**config.mk**
```make
export PLATFORM = sky130hd
export DESIGN_NAME = plaintext_line_ending_splitter_unit
export DESIGN_NICKNAME = d
export VERILOG_FILES = /design/src/sv/plec_pkg.sv /design/src/sv/plec_step.sv /design/src/sv/plec_outq.sv /design/src/sv/plaintext_line_ending_splitter_unit.sv
export SDC_FILE = /design/constraint.sdc
export NUM_CORES = 1
export LEC_CHECK = 0
export BUFFER_PORTS_ARGS = -buffer_cell sky130_fd_sc_hd__clkbuf_2
export CORE_MARGIN = 2
export CORE_UTILIZATION = 55
export DETAILED_ROUTE_END_ITERATION = 7
export PLACE_DENSITY = 0.7
export SLEW_MARGIN = 20
export SYNTH_ARGS = -nofsm -noshare
export SYNTH_HDL_FRONTEND = slang
export SYNTH_SLANG_ARGS = --single-unit
```
**constraint.sdc**
```tcl
create_clock -name i_clk -period 4.95 [get_ports i_clk]
set_input_delay 0.495 -clock i_clk [delete_from_list [all_inputs] [get_ports i_clk]]
set_output_delay 0.495 -clock i_clk [all_outputs]
set_load 0.02 [all_outputs]
```
**src/sv/plec_pkg.sv**
```systemverilog
`timescale 1ns / 1ps
`default_nettype none

package plec_pkg;

    typedef enum logic [1:0] {
        MODE_BINARY   = 2'd0,
        MODE_TEXT     = 2'd1,
        MODE_MIME     = 2'd2,
        MODE_CLEARSIG = 2'd3
    } t_mode;

    typedef enum logic [1:0] {
        DEST_FILE   = 2'd0,
        DEST_DIGEST = 2'd1,
        DEST_ERROR  = 2'd2
    } t_dest;

    // clearsig line-ending tracker
    typedef enum logic [1:0] {
        LS_IDLE = 2'd0,
        LS_CR   = 2'd1,
        LS_EOL  = 2'd2
    } t_line;

    typedef logic [1:0] t_cfg_idx;

    localparam t_cfg_idx CFG_MODE          = 2'd0;
    localparam t_cfg_idx CFG_OUTPUT_ENABLE = 2'd1;
    localparam t_cfg_idx CFG_HASH_ENABLE   = 2'd2;
    localparam t_cfg_idx CFG_OUT_LIMIT     = 2'd3;

    localparam int CFG_DATA_W = 32;

    localparam logic [7:0] CH_CR = 8'h0d;
    localparam logic [7:0] CH_LF = 8'h0a;

    typedef logic [2:0] t_res_cnt;

    typedef struct packed {
        t_dest      dest;
        logic [7:0] data;
    } t_result;

    typedef struct packed {
        t_mode       mode;
        logic        output_enable;
        logic        hash_enable;
        logic [31:0] out_limit;
    } t_cfg;

    typedef struct packed {
        t_line       line_state;
        logic [31:0] written_count;
        logic        aborted;
    } t_state;

    typedef struct packed {
        t_result [3:0] res;
        t_res_cnt      cnt;
        t_state        nxt;
    } t_step;

endpackage

`default_nettype wire

```
**src/sv/plec_step.sv**
```systemverilog
`timescale 1ns / 1ps
`default_nettype none

module plec_step import plec_pkg::*; (
    input  wire logic [7:0] i_byte,
    input  wire logic       i_start,
    input  wire t_cfg       i_cfg,
    input  wire t_state     i_state,
    output t_step           o_step
);

    t_line       ls0;
    t_line       cur;
    logic        ab0;
    logic        file_on;
    logic        count_on;
    logic [32:0] cnt_next;
    logic        err;
    t_res_cnt    k;

    always_comb begin
        ls0 = i_start ? LS_IDLE : i_state.line_state;
        ab0 = i_start ? 1'b0 : i_state.aborted;

        // file side: text mode drops cr
        if (i_cfg.mode == MODE_CLEARSIG) begin
            file_on = i_cfg.output_enable;
        end else begin
            file_on = i_cfg.output_enable && !(i_cfg.mode == MODE_TEXT && i_byte == CH_CR);
        end
        count_on = file_on && (i_cfg.out_limit != 32'd0);
        cnt_next = {1'b0, i_state.written_count} + 33'd1;
        err      = count_on && (cnt_next > {1'b0, i_cfg.out_limit});

        o_step                   = '0;
        o_step.nxt.line_state    = ls0;
        o_step.nxt.written_count = i_state.written_count;
        o_step.nxt.aborted       = ab0;
        cur                      = ls0;
        k                        = '0;

        if (!ab0) begin
            if (count_on) begin
                o_step.nxt.written_count = cnt_next[32] ? '1 : cnt_next[31:0];
            end
            o_step.nxt.aborted = err;

            if (i_cfg.mode == MODE_CLEARSIG) begin
                if (file_on) begin
                    o_step.res[k[1:0]] = err ? t_result'{dest: DEST_ERROR, data: 8'd0}
                                             : t_result'{dest: DEST_FILE, data: i_byte};
                    k = k + 3'd1;
                end
                if (!err && i_cfg.hash_enable) begin
                    // flush a held line ending first
                    if (ls0 == LS_EOL) begin
                        o_step.res[k[1:0]] = '{dest: DEST_DIGEST, data: CH_CR};
                        k = k + 3'd1;
                        o_step.res[k[1:0]] = '{dest: DEST_DIGEST, data: CH_LF};
                        k = k + 3'd1;
                        cur = LS_IDLE;
                    end
                    if (cur == LS_CR) begin
                        if (i_byte == CH_LF) begin
                            o_step.nxt.line_state = LS_EOL;
                        end else begin
                            o_step.res[k[1:0]] = '{dest: DEST_DIGEST, data: CH_CR};
                            k = k + 3'd1;
                            if (i_byte == CH_CR) begin
                                o_step.nxt.line_state = LS_CR;
                            end else begin
                                o_step.nxt.line_state = LS_IDLE;
                                o_step.res[k[1:0]] = '{dest: DEST_DIGEST, data: i_byte};
                                k = k + 3'd1;
                            end
                        end
                    end else begin
                        if (i_byte == CH_CR) begin
                            o_step.nxt.line_state = LS_CR;
                        end else if (i_byte == CH_LF) begin
                            o_step.nxt.line_state = LS_EOL;
                        end else begin
                            o_step.nxt.line_state = LS_IDLE;
                            o_step.res[k[1:0]] = '{dest: DEST_DIGEST, data: i_byte};
                            k = k + 3'd1;
                        end
                    end
                end
            end else begin
                if (i_cfg.hash_enable) begin
                    o_step.res[k[1:0]] = '{dest: DEST_DIGEST, data: i_byte};
                    k = k + 3'd1;
                end
                if (file_on) begin
                    o_step.res[k[1:0]] = err ? t_result'{dest: DEST_ERROR, data: 8'd0}
                                             : t_result'{dest: DEST_FILE, data: i_byte};
                    k = k + 3'd1;
                end
            end
        end
        o_step.cnt = k;
    end

endmodule

`default_nettype wire

```
**src/sv/plec_outq.sv**
```systemverilog
`timescale 1ns / 1ps
`default_nettype none

module plec_outq import plec_pkg::*; (
    input  wire logic          i_clk,
    input  wire logic          i_rst_n,
    input  wire logic          i_load,
    input  wire t_result [3:0] i_res,
    input  wire t_res_cnt      i_cnt,
    input  wire logic          i_pop,
    output t_result            o_head,
    output logic               o_valid,
    output logic               o_last,
    output logic               o_free
);

    t_result [3:0] r_ent;
    t_result [3:0] n_ent;
    t_res_cnt      r_cnt;
    t_res_cnt      n_cnt;
    logic          take;

    assign o_valid = (r_cnt != '0);
    assign o_last  = (r_cnt == 3'd1);
    assign o_head  = r_ent[0];
    assign take    = o_valid && i_pop;
    // free when empty or the last entry leaves this cycle
    assign o_free  = !o_valid || (o_last && i_pop);

    always_comb begin
        n_ent = r_ent;
        n_cnt = r_cnt;
        if (i_load) begin
            n_ent = i_res;
            n_cnt = i_cnt;
        end else if (take) begin
            for (int i = 0; i < 3; i++) begin
                n_ent[i] = r_ent[i + 1];
            end
            n_cnt = r_cnt - 3'd1;
        end
    end

    always_ff @(posedge i_clk) begin
        r_ent <= n_ent;
        if (!i_rst_n) begin
            r_cnt <= '0;
        end else begin
            r_cnt <= n_cnt;
        end
    end

endmodule

`default_nettype wire

```
**src/sv/plaintext_line_ending_splitter_unit.sv**
```systemverilog
`timescale 1ns / 1ps
`default_nettype none

// Splits literal-data payload bytes into file and digest requests. Each byte
// request on the slave side makes zero to four result requests on the master
// side: digest bytes (tuser 1), file bytes (tuser 0) or a limit error
// (tuser 2), with tlast on the final one of each byte. Results leave one per
// cycle while m_axis_tready is high, from a four-entry result register; the
// next byte is taken in the cycle its predecessor's last result is taken.
// The user must write configuration through i_cfg_we/i_cfg_idx/i_cfg_data
// only while idle (the block itself does not enforce this), at these indices:
// 0 mode, 1 output enable, 2 hash enable, 3 max output (0 = no limit).

module plaintext_line_ending_splitter_unit import plec_pkg::*; (
    input  wire logic                  i_clk,
    input  wire logic                  i_rst_n,
    // config write port
    input  wire logic                  i_cfg_we,
    input  wire t_cfg_idx              i_cfg_idx,
    input  wire logic [CFG_DATA_W-1:0] i_cfg_data,
    // byte request in
    input  wire logic                  s_axis_tvalid,
    output logic                       s_axis_tready,
    input  wire logic [7:0]            s_axis_tdata,  // [7:0] data_byte
    input  wire logic                  s_axis_tuser,  // [0] packet_start
    // result request out
    output logic                       m_axis_tvalid,
    input  wire logic                  m_axis_tready,
    output logic [7:0]                 m_axis_tdata,  // [7:0] out_byte
    output logic [1:0]                 m_axis_tuser,  // [1:0] dest
    output logic                       m_axis_tlast   // last_of_run
);

    t_cfg    r_cfg;
    t_state  r_state;
    t_step   step;
    t_result head;
    logic    in_acc;
    logic    q_free;

    // config registers
    always_ff @(posedge i_clk) begin
        if (!i_rst_n) begin
            r_cfg.mode          <= MODE_BINARY;
            r_cfg.output_enable <= 1'b1;
            r_cfg.hash_enable   <= 1'b1;
            r_cfg.out_limit     <= '0;
        end else if (i_cfg_we) begin
            unique case (i_cfg_idx)
                CFG_MODE:          r_cfg.mode          <= t_mode'(i_cfg_data[1:0]);
                CFG_OUTPUT_ENABLE: r_cfg.output_enable <= i_cfg_data[0];
                CFG_HASH_ENABLE:   r_cfg.hash_enable   <= i_cfg_data[0];
                CFG_OUT_LIMIT:     r_cfg.out_limit     <= i_cfg_data[31:0];
            endcase
        end
    end

    // per-byte decision logic, results land in the queue register
    plec_step u_step (
        .i_byte  (s_axis_tdata),
        .i_start (s_axis_tuser),
        .i_cfg   (r_cfg),
        .i_state (r_state),
        .o_step  (step)
    );

    assign s_axis_tready = q_free;
    assign in_acc        = s_axis_tvalid && s_axis_tready;

    // line tracker, file byte counter and abort flag
    always_ff @(posedge i_clk) begin
        if (!i_rst_n) begin
            r_state.line_state    <= LS_IDLE;
            r_state.written_count <= '0;
            r_state.aborted       <= 1'b0;
        end else if (in_acc) begin
            r_state <= step.nxt;
        end
    end

    plec_outq u_outq (
        .i_clk   (i_clk),
        .i_rst_n (i_rst_n),
        .i_load  (in_acc),
        .i_res   (step.res),
        .i_cnt   (step.cnt),
        .i_pop   (m_axis_tready),
        .o_head  (head),
        .o_valid (m_axis_tvalid),
        .o_last  (m_axis_tlast),
        .o_free  (q_free)
    );

    assign m_axis_tdata = head.data;
    assign m_axis_tuser = head.dest;

    // a new byte only enters when no earlier result would be lost
    a_no_overrun: assert property (@(posedge i_clk) disable iff (!i_rst_n)
        s_axis_tready |-> (!m_axis_tvalid || (m_axis_tlast && m_axis_tready)))
        else $error("byte accepted over pending results");

    // an error result carries a zero byte and ends its run
    a_err_last: assert property (@(posedge i_clk) disable iff (!i_rst_n)
        (m_axis_tvalid && m_axis_tuser == DEST_ERROR) |->
            (m_axis_tdata == 8'd0 && m_axis_tlast))
        else $error("malformed limit error result");

    // aborted packet bytes make no result
    a_abort_silent: assert property (@(posedge i_clk) disable iff (!i_rst_n)
        (in_acc && r_state.aborted && !s_axis_tuser) |=> !m_axis_tvalid)
        else $error("result from aborted packet");

    // file byte counter never goes back
    a_count_mono: assert property (@(posedge i_clk) disable iff (!i_rst_n)
        1'b1 |=> (r_state.written_count >= $past(r_state.written_count)))
        else $error("written count decreased");

endmodule

`default_nettype wire
```
==> summary.txt, run 1 <==
Clock tree
  – Number of hold buffers added after CTS: 0
  – Clock sinks: 112
  – TritonCTS Buffers: 9
  – Clock Latency Late Sink: 360 ps
  – Clk buf depth: 2
  – Maximum level of the CTS H-tree: 3
  – TritonCTS clock tree: done
  – Root buffer cell: sky130_fd_sc_hd__clkbuf_16
  – Clock transition at the register clock pins on the worst setup and hold paths after CTS: 80 ps

Drt
  – Mean number of vias per cell: 6.08
  – Detailed-route DRC error count: 0
  – Vias post-DR: 6294
  – Violation count after the first detailed-routing iteration: 680
  – Met1 wire length: 8.41 mm
  – Remaining number of nets flagged by the antenna check after routing: 0
  – Average routed wire per standard cell: 17.3 um
  – First-pass DRT Iterations: 6
  – Uppermost routed layer: met4
  – Routed length on met2: 7.89 mm
  – DR WL met3: 1.38 mm
  – Overall routed net length: 17.9 mm

Timing
  – Highest attainable clock frequency: 0.217 GHz
  – Post-route clock skew: 11.5 ps
  – Fin crit period: 4600 ps
  – Number of pins with negative max-slew slack in the final report: 0
  – Unrepaired setup endpoints after global routing: false
  – Measured slew at the worst slew-check pin: 972 ps
  – Final setup viols: 0
  – Count of final hold-check violations: 0
  – Slew margin rel.: 34.7%
  – Post-route setup TNS: 0 ps
  – Share of the clock period used by the worst path: 92.9%

Cells and area
  – Area growth from synthesis to final layout: 8.98%
  – Antenna diode count: 0
  – Share of final-layout standard cells stronger than drive strength 1: 12.2%
  – Count of nets after finishing: 951
  – Most frequent standard cell in the layout excluding fill and tap cells: sky130_fd_sc_hd__nand2_1
  – Top library cells by usage in the layout, fill and taps aside: sky130_fd_sc_hd__nand2_1, sky130_fd_sc_hd__a21oi_1, sky130_fd_sc_hd__dfxtp_1, sky130_fd_sc_hd__clkbuf_2, sky130_fd_sc_hd__nor2_1
  – Number of fill cells: 1127
  – Non-filler instance count after layout: 1035

Floorplan
  – Core Footprint: 12500 sq um
  – Effective utilization at floorplan: 55.8%
  – Rows: 41
  – Chip width: 116 um
  – Die Area: 13600 sq um
  – Top-level port count: 61
  – Die outline height: 116 um

Place
  – Cells after DPL: 1019
  – Port buffer count: 60
  – Placer Congestion: 0.991
  – Post-detailed-placement half-perimeter wirelength: 13.2 mm

Setup path
  – Crit Path Class: reg -> reg
  – Worst Setup Start Kind: register
  – Data required time at the worst endpoint: 5130 ps
  – Critical path arrival: 4780 ps
  – Category of the worst setup path capture point: register
  – Top fanout value on the critical path: 25

Status
  – Run status: completed

Power
  – Areal power density over the cells: 450 nW/um^2
  – Leak pwr: 2.93 nW
  – Peak supply drop: 420 uV
  – Total power: 0.00341 W

Yosys
  – Synthesized cell area: 6950 sq um
  – Most frequently used flop master after synthesis: sky130_fd_sc_hd__dfxtp_1
  – Netlist cell types: 69
  – Mapped Nets: 926
  – Share of the yosys chip area belonging to registers: 37.7%
  – Async S/R FF share, synth: 0%
  – Synth Instances: 833
  – Synth warn: 0
  – Number of register bits inferred by synthesis: 112
  – Avg Inst Size Synth: 8.35 sq um
  – Number of flops mapped to enable cells by yosys: 38

Flow run
  – Max capacitance violation total: 0

Global routing
  – Via count of the first global-routing pass: 5745
  – Overall routing resource usage: 27.3%
  – First-pass GRT wire length: 29.0 mm
  – Pin count of the biggest net entering global routing: 59
  – Remaining Overflow, GRT: 0
  – Number of antenna violations at the first check in global routing: 0

Worst hold path
  – Tightest Hold Check Type: in -> reg
==> worst max-delay path, cell delays in order (launching register included) <==
cell and delay [ps]:
sky130_fd_sc_hd__dfxtp_1 420, sky130_fd_sc_hd__ha_1 290, sky130_fd_sc_hd__and4_1 240, sky130_fd_sc_hd__nand2_1 80
sky130_fd_sc_hd__or3_4 460, sky130_fd_sc_hd__nor4_4 390, sky130_fd_sc_hd__and3_1 270, sky130_fd_sc_hd__xor2_1 190
sky130_fd_sc_hd__ha_1 280, sky130_fd_sc_hd__a21o_1 170, sky130_fd_sc_hd__a221o_1 330, sky130_fd_sc_hd__a31oi_1 150
sky130_fd_sc_hd__nor3_1 90, sky130_fd_sc_hd__a211oi_4 240, sky130_fd_sc_hd__buf_6 250, sky130_fd_sc_hd__nand2_2 230
sky130_fd_sc_hd__o31ai_1 310
==> kinds of logic (layout without fill, tap and decap cells) <==
group | after synthesis | count (layout) | synth area share [%]
and+or+nand+nor | 316 | 316 | 22.1
muxes | 7 | 7 | 1.04
buffers and inverters | 102 | 132 | 6.30
AOI/OAI and AO/OA | 220 | 220 | 20.8
xor gates and xnor gates | 31 | 31 | 3.90
DFF | 112 | 112 | 37.7
adders and majority gates | 45 | 45 | 8.10
==> power breakdown <==
| part | switching [W] | internal (W) | total (W) |
|---|---|---|---|
| sequential | 0.000125 | 0.00125 | 0.00137 |
| combinational | 0.000808 | 0.000483 | 0.00129 |
| clock | 0.000339 | 0.000407 | 0.000745 |
==> repair_timing <==
action	4_1_cts	5_1_grt
endpoints found under the setup margin	0	7
resized for setup	0	2
setup buffers	0	0
==> per-layer routing <==
layer	vias to the layer above	global-route usage (%)
li1	3059	-
met1	2981	40.1
met2	231	41.9
met3	23	5.03
met4	0	6.67
met5	-	0
==> synth_stat cells (all sizes together) (4+ instances only) <==
master,number,area (sq um)
a211oi,5,50.1
nand3,36,180
edfxtp,38,1140
a211o,4,35.0
nand2b,4,25.0
nor2,56,210
nor3,19,95.1
nand2,134,505
a21oi,80,400
xnor2,18,158
nand4,17,113
mux2i,5,50.1
and4,8,72.6
a31oi,9,56.3
a22o,12,105
ha,45,563
dfxtp,74,1480
nor4,15,130
o211ai,5,37.5
clkbuf,35,131
inv,49,184
o21ai,41,216
xor2,13,114
buf,17,119
and3,10,62.6
a32oi,5,43.8
o31ai,4,30.0
a311oi,8,70.1
o22ai,14,87.6
==> layout make-up <==
type	instances	area, sq um	share of cell area [%]
clock buffers	11	243	3.20
well taps	172	215	2.84
flip-flops and latches	112	2620	34.6
repair buffers	66	349	4.61
inverters	50	188	2.48
multi-input cells	619	3910	51.6
clock inverters	5	53.8	0.710
==> stage by stage <==
step,hold slack [ps],setup WS [ps],area (sq um),utilization (%)
2_1_floorplan,449,861,6950,-
3_3_place_gp,463,422,7270,58.3
3_5_place_dp,466,221,7270,58.3
4_1_cts,340,181,7560,60.7
5_1_grt,352,72.6,7580,60.8
6_report,351,352,7580,60.8
==> registers in the layout, indices dropped and copies added (netlist names) <==
name,cells
u_outq.o_head,10
u_outq.r_cnt,3
r_cfg,36
r_state,35
u_outq.r_ent,28
==> worst paths after layout <==
check	start	endpoint	slack, ps	cells past startpoint
worst min register to register	r_cfg[15]	r_cfg[15]	470	2
worst max register to register	r_state[1]	u_outq.r_ent[22]	350	16
worst max-delay path	r_state[1]	u_outq.r_ent[22]	350	16
worst min-delay path	i_cfg_data[21]	r_cfg[21]	350	3
Power figures use the tool's default switching activity.
==> inputs of run 2 (changes only) <==
clock period = 5.8 ns   (was 4.95 ns; I/O delays follow)
==> summary.txt, run 2 (synthesized netlist as in run 1, its figures left out) <==
Clock tree
  – Clk buf depth: 2 (unchanged)
  – Maximum level of the CTS H-tree: 3 (unchanged)
  – Number of resized instances in the post-cts repair step: 0 (unchanged)
  – TritonCTS clock tree: done
  – TritonCTS Buffers: 9 (unchanged)
  – Root buffer cell: sky130_fd_sc_hd__clkbuf_16
  – Clock transition at the register clock pins on the worst setup and hold paths after CTS: 70 ps (about the same)
  – Clock Latency Late Sink: 350 ps (about the same)
  – Clock sinks: 112 (unchanged)
  – Post-CTS setup buffer count: 0 (unchanged)
  – Number of hold buffers added after CTS: 0 (unchanged)

Drt
  – Average routed wire per standard cell: 17.5 um (+0.96%)
  – Violation count after the first detailed-routing iteration: 663 (-2.5%)
  – Vias post-DR: 6253 (-0.65%)
  – Remaining number of nets flagged by the antenna check after routing: 0 (unchanged)
  – Mean number of vias per cell: 6.04 (-0.75%)
  – First-pass DRT Iterations: 5 (-1)
  – Overall routed net length: 18.1 mm (+1.1%)
  – Detailed-route DRC error count: 0 (unchanged)

Global routing
  – Via count of the first global-routing pass: 5899 (+2.7%)
  – Met3 track utilization from global routing: 4.57% (-0.47 points)
  – Number of antenna violations at the first check in global routing: 0 (unchanged)
  – Met2 demand-to-capacity share in global routing: 42.8% (+0.85 points)
  – Most congested layer reported by global routing: met2
  – First-pass GRT wire length: 29.3 mm (+1.0%)
  – Met1 track demand over resource in global routing: 39.9% (-0.16 points)
  – Pin count of the biggest net entering global routing: 42 (-29%)
  – Remaining Overflow, GRT: 0 (unchanged)
  – Overall routing resource usage: 27.6% (+0.28 points)

Timing
  – Crit path setup slack, layout: 817 ps (+465 ps)
  – Share of the clock period used by the worst path: 85.9% (-7.0 points)
  – Final setup viols: 0 (unchanged)
  – Measured slew at the worst slew-check pin: 877 ps (-94.1 ps)
  – Count of final hold-check violations: 0 (unchanged)
  – Fin crit period: 4980 ps (+385 ps)
  – Unrepaired setup endpoints after global routing: false
  – Slew margin rel.: 41.5% (+6.8 points)
  – Number of pins with negative max-slew slack in the final report: 0 (unchanged)
  – Post-route setup TNS: 0 ps (unchanged)
  – Highest attainable clock frequency: 0.201 GHz (-7.7%)
  – Post-route clock skew: 6.45 ps (-5.07 ps)

Cells and area
  – Top library cells by usage in the layout, fill and taps aside: sky130_fd_sc_hd__nand2_1, sky130_fd_sc_hd__a21oi_1, sky130_fd_sc_hd__dfxtp_1, sky130_fd_sc_hd__clkbuf_2, sky130_fd_sc_hd__nor2_1
  – Count of nets after finishing: 952 (+0.11%)
  – Post-Layout Inst Area: 7580 sq um (about the same)
  – Final Util: 60.8% (about the same)
  – Area growth from synthesis to final layout: 9.02% (about the same)
  – Antenna diode count: 0 (unchanged)
  – Most frequent standard cell in the layout excluding fill and tap cells: sky130_fd_sc_hd__nand2_1
  – Share of final-layout standard cells stronger than drive strength 1: 12.2% (-0.014 points)
  – Most flops, register: r_cfg
  – Largest registers in the final layout: r_cfg (36), r_state (35), u_outq.r_ent (28)
  – Number of flip-flops in the largest register: 36 (unchanged)

Setup path
  – Max stage delay cell, worst path: sky130_fd_sc_hd__a211oi_4
  – Worst reg2reg path endpoint: u_outq.r_ent[17]
  – Kind of cell with the highest combined delay on the critical path: simple AND/OR/NAND/NOR gates
  – Buffers plus inverters on the worst setup path: 1 (unchanged)
  – Category of the worst setup path capture point: register
  – Top fanout value on the critical path: 15 (-40%)
  – R2R Setup Slk: 820 ps (+470 ps)
  – Slowest stage delay, CP: 680 ps (+220 ps)
  – R2R cell count: 16 (unchanged)
  – Worst Setup Start Kind: register
  – Data required time at the worst endpoint: 6010 ps (+880 ps)
  – Crit Path Class: reg -> reg
  – Critical path arrival: 5200 ps (+420 ps)
  – Cells along the critical path: ha_1 -> and4_1 -> nand2_1 -> or3_1 -> nor4_4 -> and3_1 -> xor2_1 -> ha_1 -> a21o_1 -> a221o_1 -> a31oi_1 -> nor3_1 -> a211oi_4 -> buf_4 -> and4_1 -> a22o_1
  – Reg-to-Reg Start: r_state[1]

Status
  – Run status: completed

Floorplan
  – Effective utilization at floorplan: 55.8% (unchanged)
  – Die outline height: 116 um (unchanged)
  – Rows: 41 (unchanged)
  – Die Area: 13600 sq um (unchanged)
  – Chip width: 116 um (unchanged)
  – Core Footprint: 12500 sq um (unchanged)
  – Top-level port count: 61 (unchanged)

Place
  – Port buffer count: 60 (unchanged)
  – Worst slack at placement: 906 ps (+685 ps)
  – Placer Congestion: 0.969 (-2.2%)
  – Area after DPL: 7270 sq um (+0.10%)
  – Post-detailed-placement half-perimeter wirelength: 13.3 mm (+0.80%)

Worst hold path
  – Number of stages on the worst hold path: 3 (unchanged)
  – End of the worst hold path: r_cfg[20]
  – Hold path startpoint: i_cfg_data[20]
  – Tightest Hold Check Type: in -> reg

Power
  – Peak supply drop: 353 uV (-16%)
  – Leak pwr: 2.94 nW (+0.31%)
  – Areal power density over the cells: 386 nW/um^2 (-14%)

Flow run
  – Max capacitance violation total: 0 (unchanged)
## run 2: cell count changes in the layout (fill, tap and decap cells not counted)
cell / delta
sky130_fd_sc_hd__buf_4: +2
sky130_fd_sc_hd__buf_6: -1
sky130_fd_sc_hd__bufinv_16: -1
sky130_fd_sc_hd__bufinv_8: +1
sky130_fd_sc_hd__clkbuf_16: +1
sky130_fd_sc_hd__clkinv_1: -1
sky130_fd_sc_hd__nand3_1: +1
sky130_fd_sc_hd__nand3_2: -1
sky130_fd_sc_hd__or3_1: +1
sky130_fd_sc_hd__or3_4: -1
## run 2: report_power, final
group / switching, W / total [W] / internal, W
Combinational: 0.000697 / 0.00111 / 0.000413
Sequential: 0.000111 / 0.00118 / 0.00107
Clock: 0.000288 / 0.000640 / 0.000352
Total: 0.00110 / 0.00293 / 0.00183
## run 2: area by class of cell
class	count	area [sq um]
Tap cell	172	215
Multi-Input combinational cell	619	3900
Timing Repair Buffer	67	353
Inverter	50	188
Clock inverter	4	37.5
Clock buffer	12	268
Fill cell	1143	4890
Sequential cell	112	2620
## run 2: how the worst max path moves through the flow
stage	depth (start not counted)	start	to	slack, ps
finish	16	r_state[1]	u_outq.r_ent[17]	820
global route	15	r_state[1]	u_outq.r_ent[18]	360
CTS	15	r_state[1]	u_outq.r_ent[20]	880
detailed placement	15	r_state[1]	u_outq.r_ent[20]	910
global placement	15	r_state[1]	u_outq.r_ent[20]	1030
floorplan	17	r_state[1]	u_outq.o_head[9]	1710
## run 2: per-stage QoR
stage,std cells,hold slack [ps],power (W)
3_5_place_dp,1020,463,0.00229
5_1_grt,1036,449,0.00310
4_1_cts,1036,434,0.00293
6_report,1036,443,0.00293
2_1_floorplan,833,449,0.00202
3_3_place_gp,1020,462,0.00224
## run 2: metal layers
metal,share of wire [%],up-vias
li1,-,3072
met2,45,207
met5,0,-
met3,6.5,27
met1,47,2947
met4,1.6,0
## run 2: worst reg2reg max path, stage by stage (launching register included)
cell and delay [ps]:
sky130_fd_sc_hd__dfxtp_1 420, sky130_fd_sc_hd__ha_1 290, sky130_fd_sc_hd__and4_1 240, sky130_fd_sc_hd__nand2_1 70, sky130_fd_sc_hd__or3_1 550, sky130_fd_sc_hd__nor4_4 410, sky130_fd_sc_hd__and3_1 260, sky130_fd_sc_hd__xor2_1 160
sky130_fd_sc_hd__ha_1 270, sky130_fd_sc_hd__a21o_1 160, sky130_fd_sc_hd__a221o_1 340, sky130_fd_sc_hd__a31oi_1 150, sky130_fd_sc_hd__nor3_1 90, sky130_fd_sc_hd__a211oi_4 680, sky130_fd_sc_hd__buf_4 300, sky130_fd_sc_hd__and4_1 280
sky130_fd_sc_hd__a22o_1 170
==> inputs of run 3 (changes only) <==
CORE_MARGIN = unset   (was 2)
==> summary.txt, run 3 (synthesized netlist as in run 1, its figures left out) <==
Timing
  – Post-route clock skew: 9.03 ps (+2.59 ps)
  – Post-route setup TNS: 0 ps (unchanged)
  – Highest attainable clock frequency: 0.206 GHz (+2.6%)
  – Fin crit period: 4860 ps (-125 ps)
  – Measured slew at the worst slew-check pin: 848 ps (-29.1 ps)
  – Unrepaired setup endpoints after global routing: false
  – Final setup viols: 0 (unchanged)
  – Count of final hold-check violations: 0 (unchanged)
  – Share of the clock period used by the worst path: 83.8% (-2.1 points)
  – Slew margin rel.: 42.9% (+1.4 points)
  – Number of pins with negative max-slew slack in the final report: 0 (unchanged)

Setup path
  – Slowest stage delay, CP: 550 ps (-130 ps)
  – R2R Setup Slk: 940 ps (+120 ps)
  – Category of the worst setup path capture point: register
  – Reg-to-Reg Start: r_state[1]
  – Top fanout value on the critical path: 16 (+1)
  – Worst setup path end: u_outq.r_ent[18]
  – R2R cell count: 15 (-1)
  – Most used cell along the critical path: sky130_fd_sc_hd__ha_1
  – Worst reg2reg path endpoint: u_outq.r_ent[18]
  – Critical path arrival: 5040 ps (-160 ps)
  – Worst Setup Start Kind: register
  – Crit Path Class: reg -> reg
  – Worst setup path startpoint: r_state[1]
  – Cells along the critical path: ha_1 -> and4_1 -> nand2_1 -> or3_1 -> nor4_4 -> and3_1 -> xor2_1 -> ha_1 -> a21o_1 -> a221o_1 -> a31oi_1 -> nor3_1 -> a211oi_4 -> nand2_2 -> o31ai_1
  – Max stage delay cell, worst path: sky130_fd_sc_hd__or3_1
  – Data required time at the worst endpoint: 5980 ps (-30 ps)

Cells and area
  – Antenna diode count: 0 (unchanged)
  – Largest registers in the final layout: r_cfg (36), r_state (35), u_outq.r_ent (28)
  – Most flops, register: r_cfg
  – Top library cells by usage in the layout, fill and taps aside: sky130_fd_sc_hd__nand2_1, sky130_fd_sc_hd__a21oi_1, sky130_fd_sc_hd__dfxtp_1, sky130_fd_sc_hd__clkbuf_2, sky130_fd_sc_hd__nor2_1
  – Count of nets after finishing: 951 (-0.11%)
  – Number of fill cells: 1098 (-3.9%)
  – Share of final-layout standard cells stronger than drive strength 1: 12.3% (+0.13 points)
  – Final Util: 62.4% (+1.6 points)
  – Most frequent standard cell in the layout excluding fill and tap cells: sky130_fd_sc_hd__nand2_1
  – Number of flip-flops in the largest register: 36 (unchanged)
  – Area growth from synthesis to final layout: 9.21%

Floorplan
  – Core Footprint: 12200 sq um (-2.4%)
  – Chip width: 114 um (-1.7%)
  – Rows: 40 (-2.4%)
  – Top-level port count: 61 (unchanged)
  – Die Area: 13100 sq um (-3.4%)
  – Effective utilization at floorplan: 57.2% (+1.4 points)
  – Die outline height: 114 um (-1.7%)

Drt
  – Average routed wire per standard cell: 17.6 um (+0.44%)
  – Remaining number of nets flagged by the antenna check after routing: 0 (unchanged)
  – Vias post-DR: 6318 (+1.0%)
  – First-pass DRT Iterations: 6 (+1)
  – Violation count after the first detailed-routing iteration: 645 (-2.7%)
  – Overall routed net length: 18.1 mm (about the same)
  – Detailed-route DRC error count: 0 (unchanged)
  – Mean number of vias per cell: 6.13 (+1.5%)

Clock tree
  – Clk buf depth: 2 (unchanged)
  – TritonCTS Buffers: 9 (unchanged)
  – Clock sinks: 112 (unchanged)
  – Maximum level of the CTS H-tree: 3 (unchanged)
  – Clock Latency Late Sink: 360 ps (about the same)
  – Number of hold buffers added after CTS: 0 (unchanged)
  – Root buffer cell: sky130_fd_sc_hd__clkbuf_16
  – TritonCTS clock tree: done
  – Post-CTS setup buffer count: 0 (unchanged)
  – Clock transition at the register clock pins on the worst setup and hold paths after CTS: 70 ps (about the same)
  – Number of resized instances in the post-cts repair step: 0 (unchanged)

Power
  – Leak pwr: 2.93 nW (-0.25%)
  – Switch share: 37.4% (about the same)
  – Internal Dissipation: 0.00186 W (+1.7%)
  – Clock Power Share: 23.1% (+1.2 points)
  – Logic pwr share: 37.3% (-0.6 points)
  – Peak supply drop: 326 uV (-7.6%)
  – Total net switching power: 0.00111 W (+1.6%)
  – Share of total power in sequential cells: 39.6% (-0.6 points)
  – Areal power density over the cells: 392 nW/um^2 (+1.5%)

Place
  – Port buffer count: 60 (unchanged)
  – Post-detailed-placement half-perimeter wirelength: 13.1 mm (-0.85%)
  – Placer Congestion: 0.930 (-4.1%)

Global routing
  – Overall routing resource usage: 29.4% (+1.8 points)
  – Via count of the first global-routing pass: 5917 (+0.31%)
  – Remaining Overflow, GRT: 0 (unchanged)
  – Pin count of the biggest net entering global routing: 56 (+33%)
  – First-pass GRT wire length: 29.7 mm (+1.4%)
  – Number of antenna violations at the first check in global routing: 0 (unchanged)

Worst hold path
  – Tightest Hold Check Type: in -> reg
  – Hold path startpoint: i_cfg_data[5]

Status
  – Run status: completed

Flow run
  – Max capacitance violation total: 0 (unchanged)
==> run 3: cell count changes in the layout (fill, tap and decap cells not counted), sizes merged <==
cell / previous run / this run
clkbuf: 72 / 69
clkinvlp: 0 / 2
buf: 7 / 6
bufinv: 1 / 2
clkinv: 2 / 1
inv: 51 / 52
==> run 3: worst max-delay path, delay by kind of cell, from the launching register on <==
family	cells	cell delay, ps
and+or+nand+nor	7	1990
AOI/OAI and AO/OA	5	1500
adders and majority gates	2	570
DFF	1	430
xor gates and xnor gates	1	170
==> run 3: power by group through the flow <==
stage	clock (W)	combinational (W)	sequential [W]
global route	0.000726	0.00123	0.00120
floorplan	0	0.000862	0.00116
CTS	0.000697	0.00110	0.00118
finish	0.000688	0.00111	0.00118
global placement	0	0.00107	0.00119
detailed placement	0	0.00109	0.00119
==> run 3: how the worst min path moves through the flow <==
| stage | end | slack [ps] | depth (start not counted) |
|---|---|---|---|
| global route | r_cfg[13] | 440 | 3 |
| floorplan | r_cfg[13] | 450 | 2 |
| global placement | r_cfg[24] | 460 | 2 |
| CTS | r_cfg[5] | 430 | 3 |
| detailed placement | r_cfg[23] | 470 | 2 |
| finish | r_cfg[5] | 440 | 3 |
==> run 3: routing by layer <==
| metal | global-route usage [%] | routed length, um |
|---|---|---|
| met1 | 40.4 | 8230 |
| met2 | 45.4 | 8120 |
| met3 | 7.83 | 1480 |
| met4 | 8.66 | 298 |
| met5 | 0 | 0 |
==> run 3: final cells by class <==
type / count / area, sq um / share of cell area [%]
Clock buffer: 9 / 225 / 2.97
Clock inverter: 7 / 101 / 1.33
Inverter: 50 / 188 / 2.47
Multi-Input combinational cell: 619 / 3900 / 51.4
Sequential cell: 112 / 2620 / 34.5
Tap cell: 168 / 210 / 2.77
Timing Repair Buffer: 66 / 345 / 4.55
==> run 3: per-stage QoR <==
step | area [sq um] | cells | total power (W) | hold slack [ps] | setup slack [ps]
finish | 7590 | 1031 | 0.00297 | 435 | 942
global route | 7590 | 1031 | 0.00315 | 439 | 587
CTS | 7590 | 1031 | 0.00298 | 428 | 997
detailed placement | 7270 | 1015 | 0.00229 | 472 | 1040
global placement | 7260 | 1015 | 0.00226 | 463 | 1210
floorplan | 6950 | 833 | 0.00202 | 449 | 1710
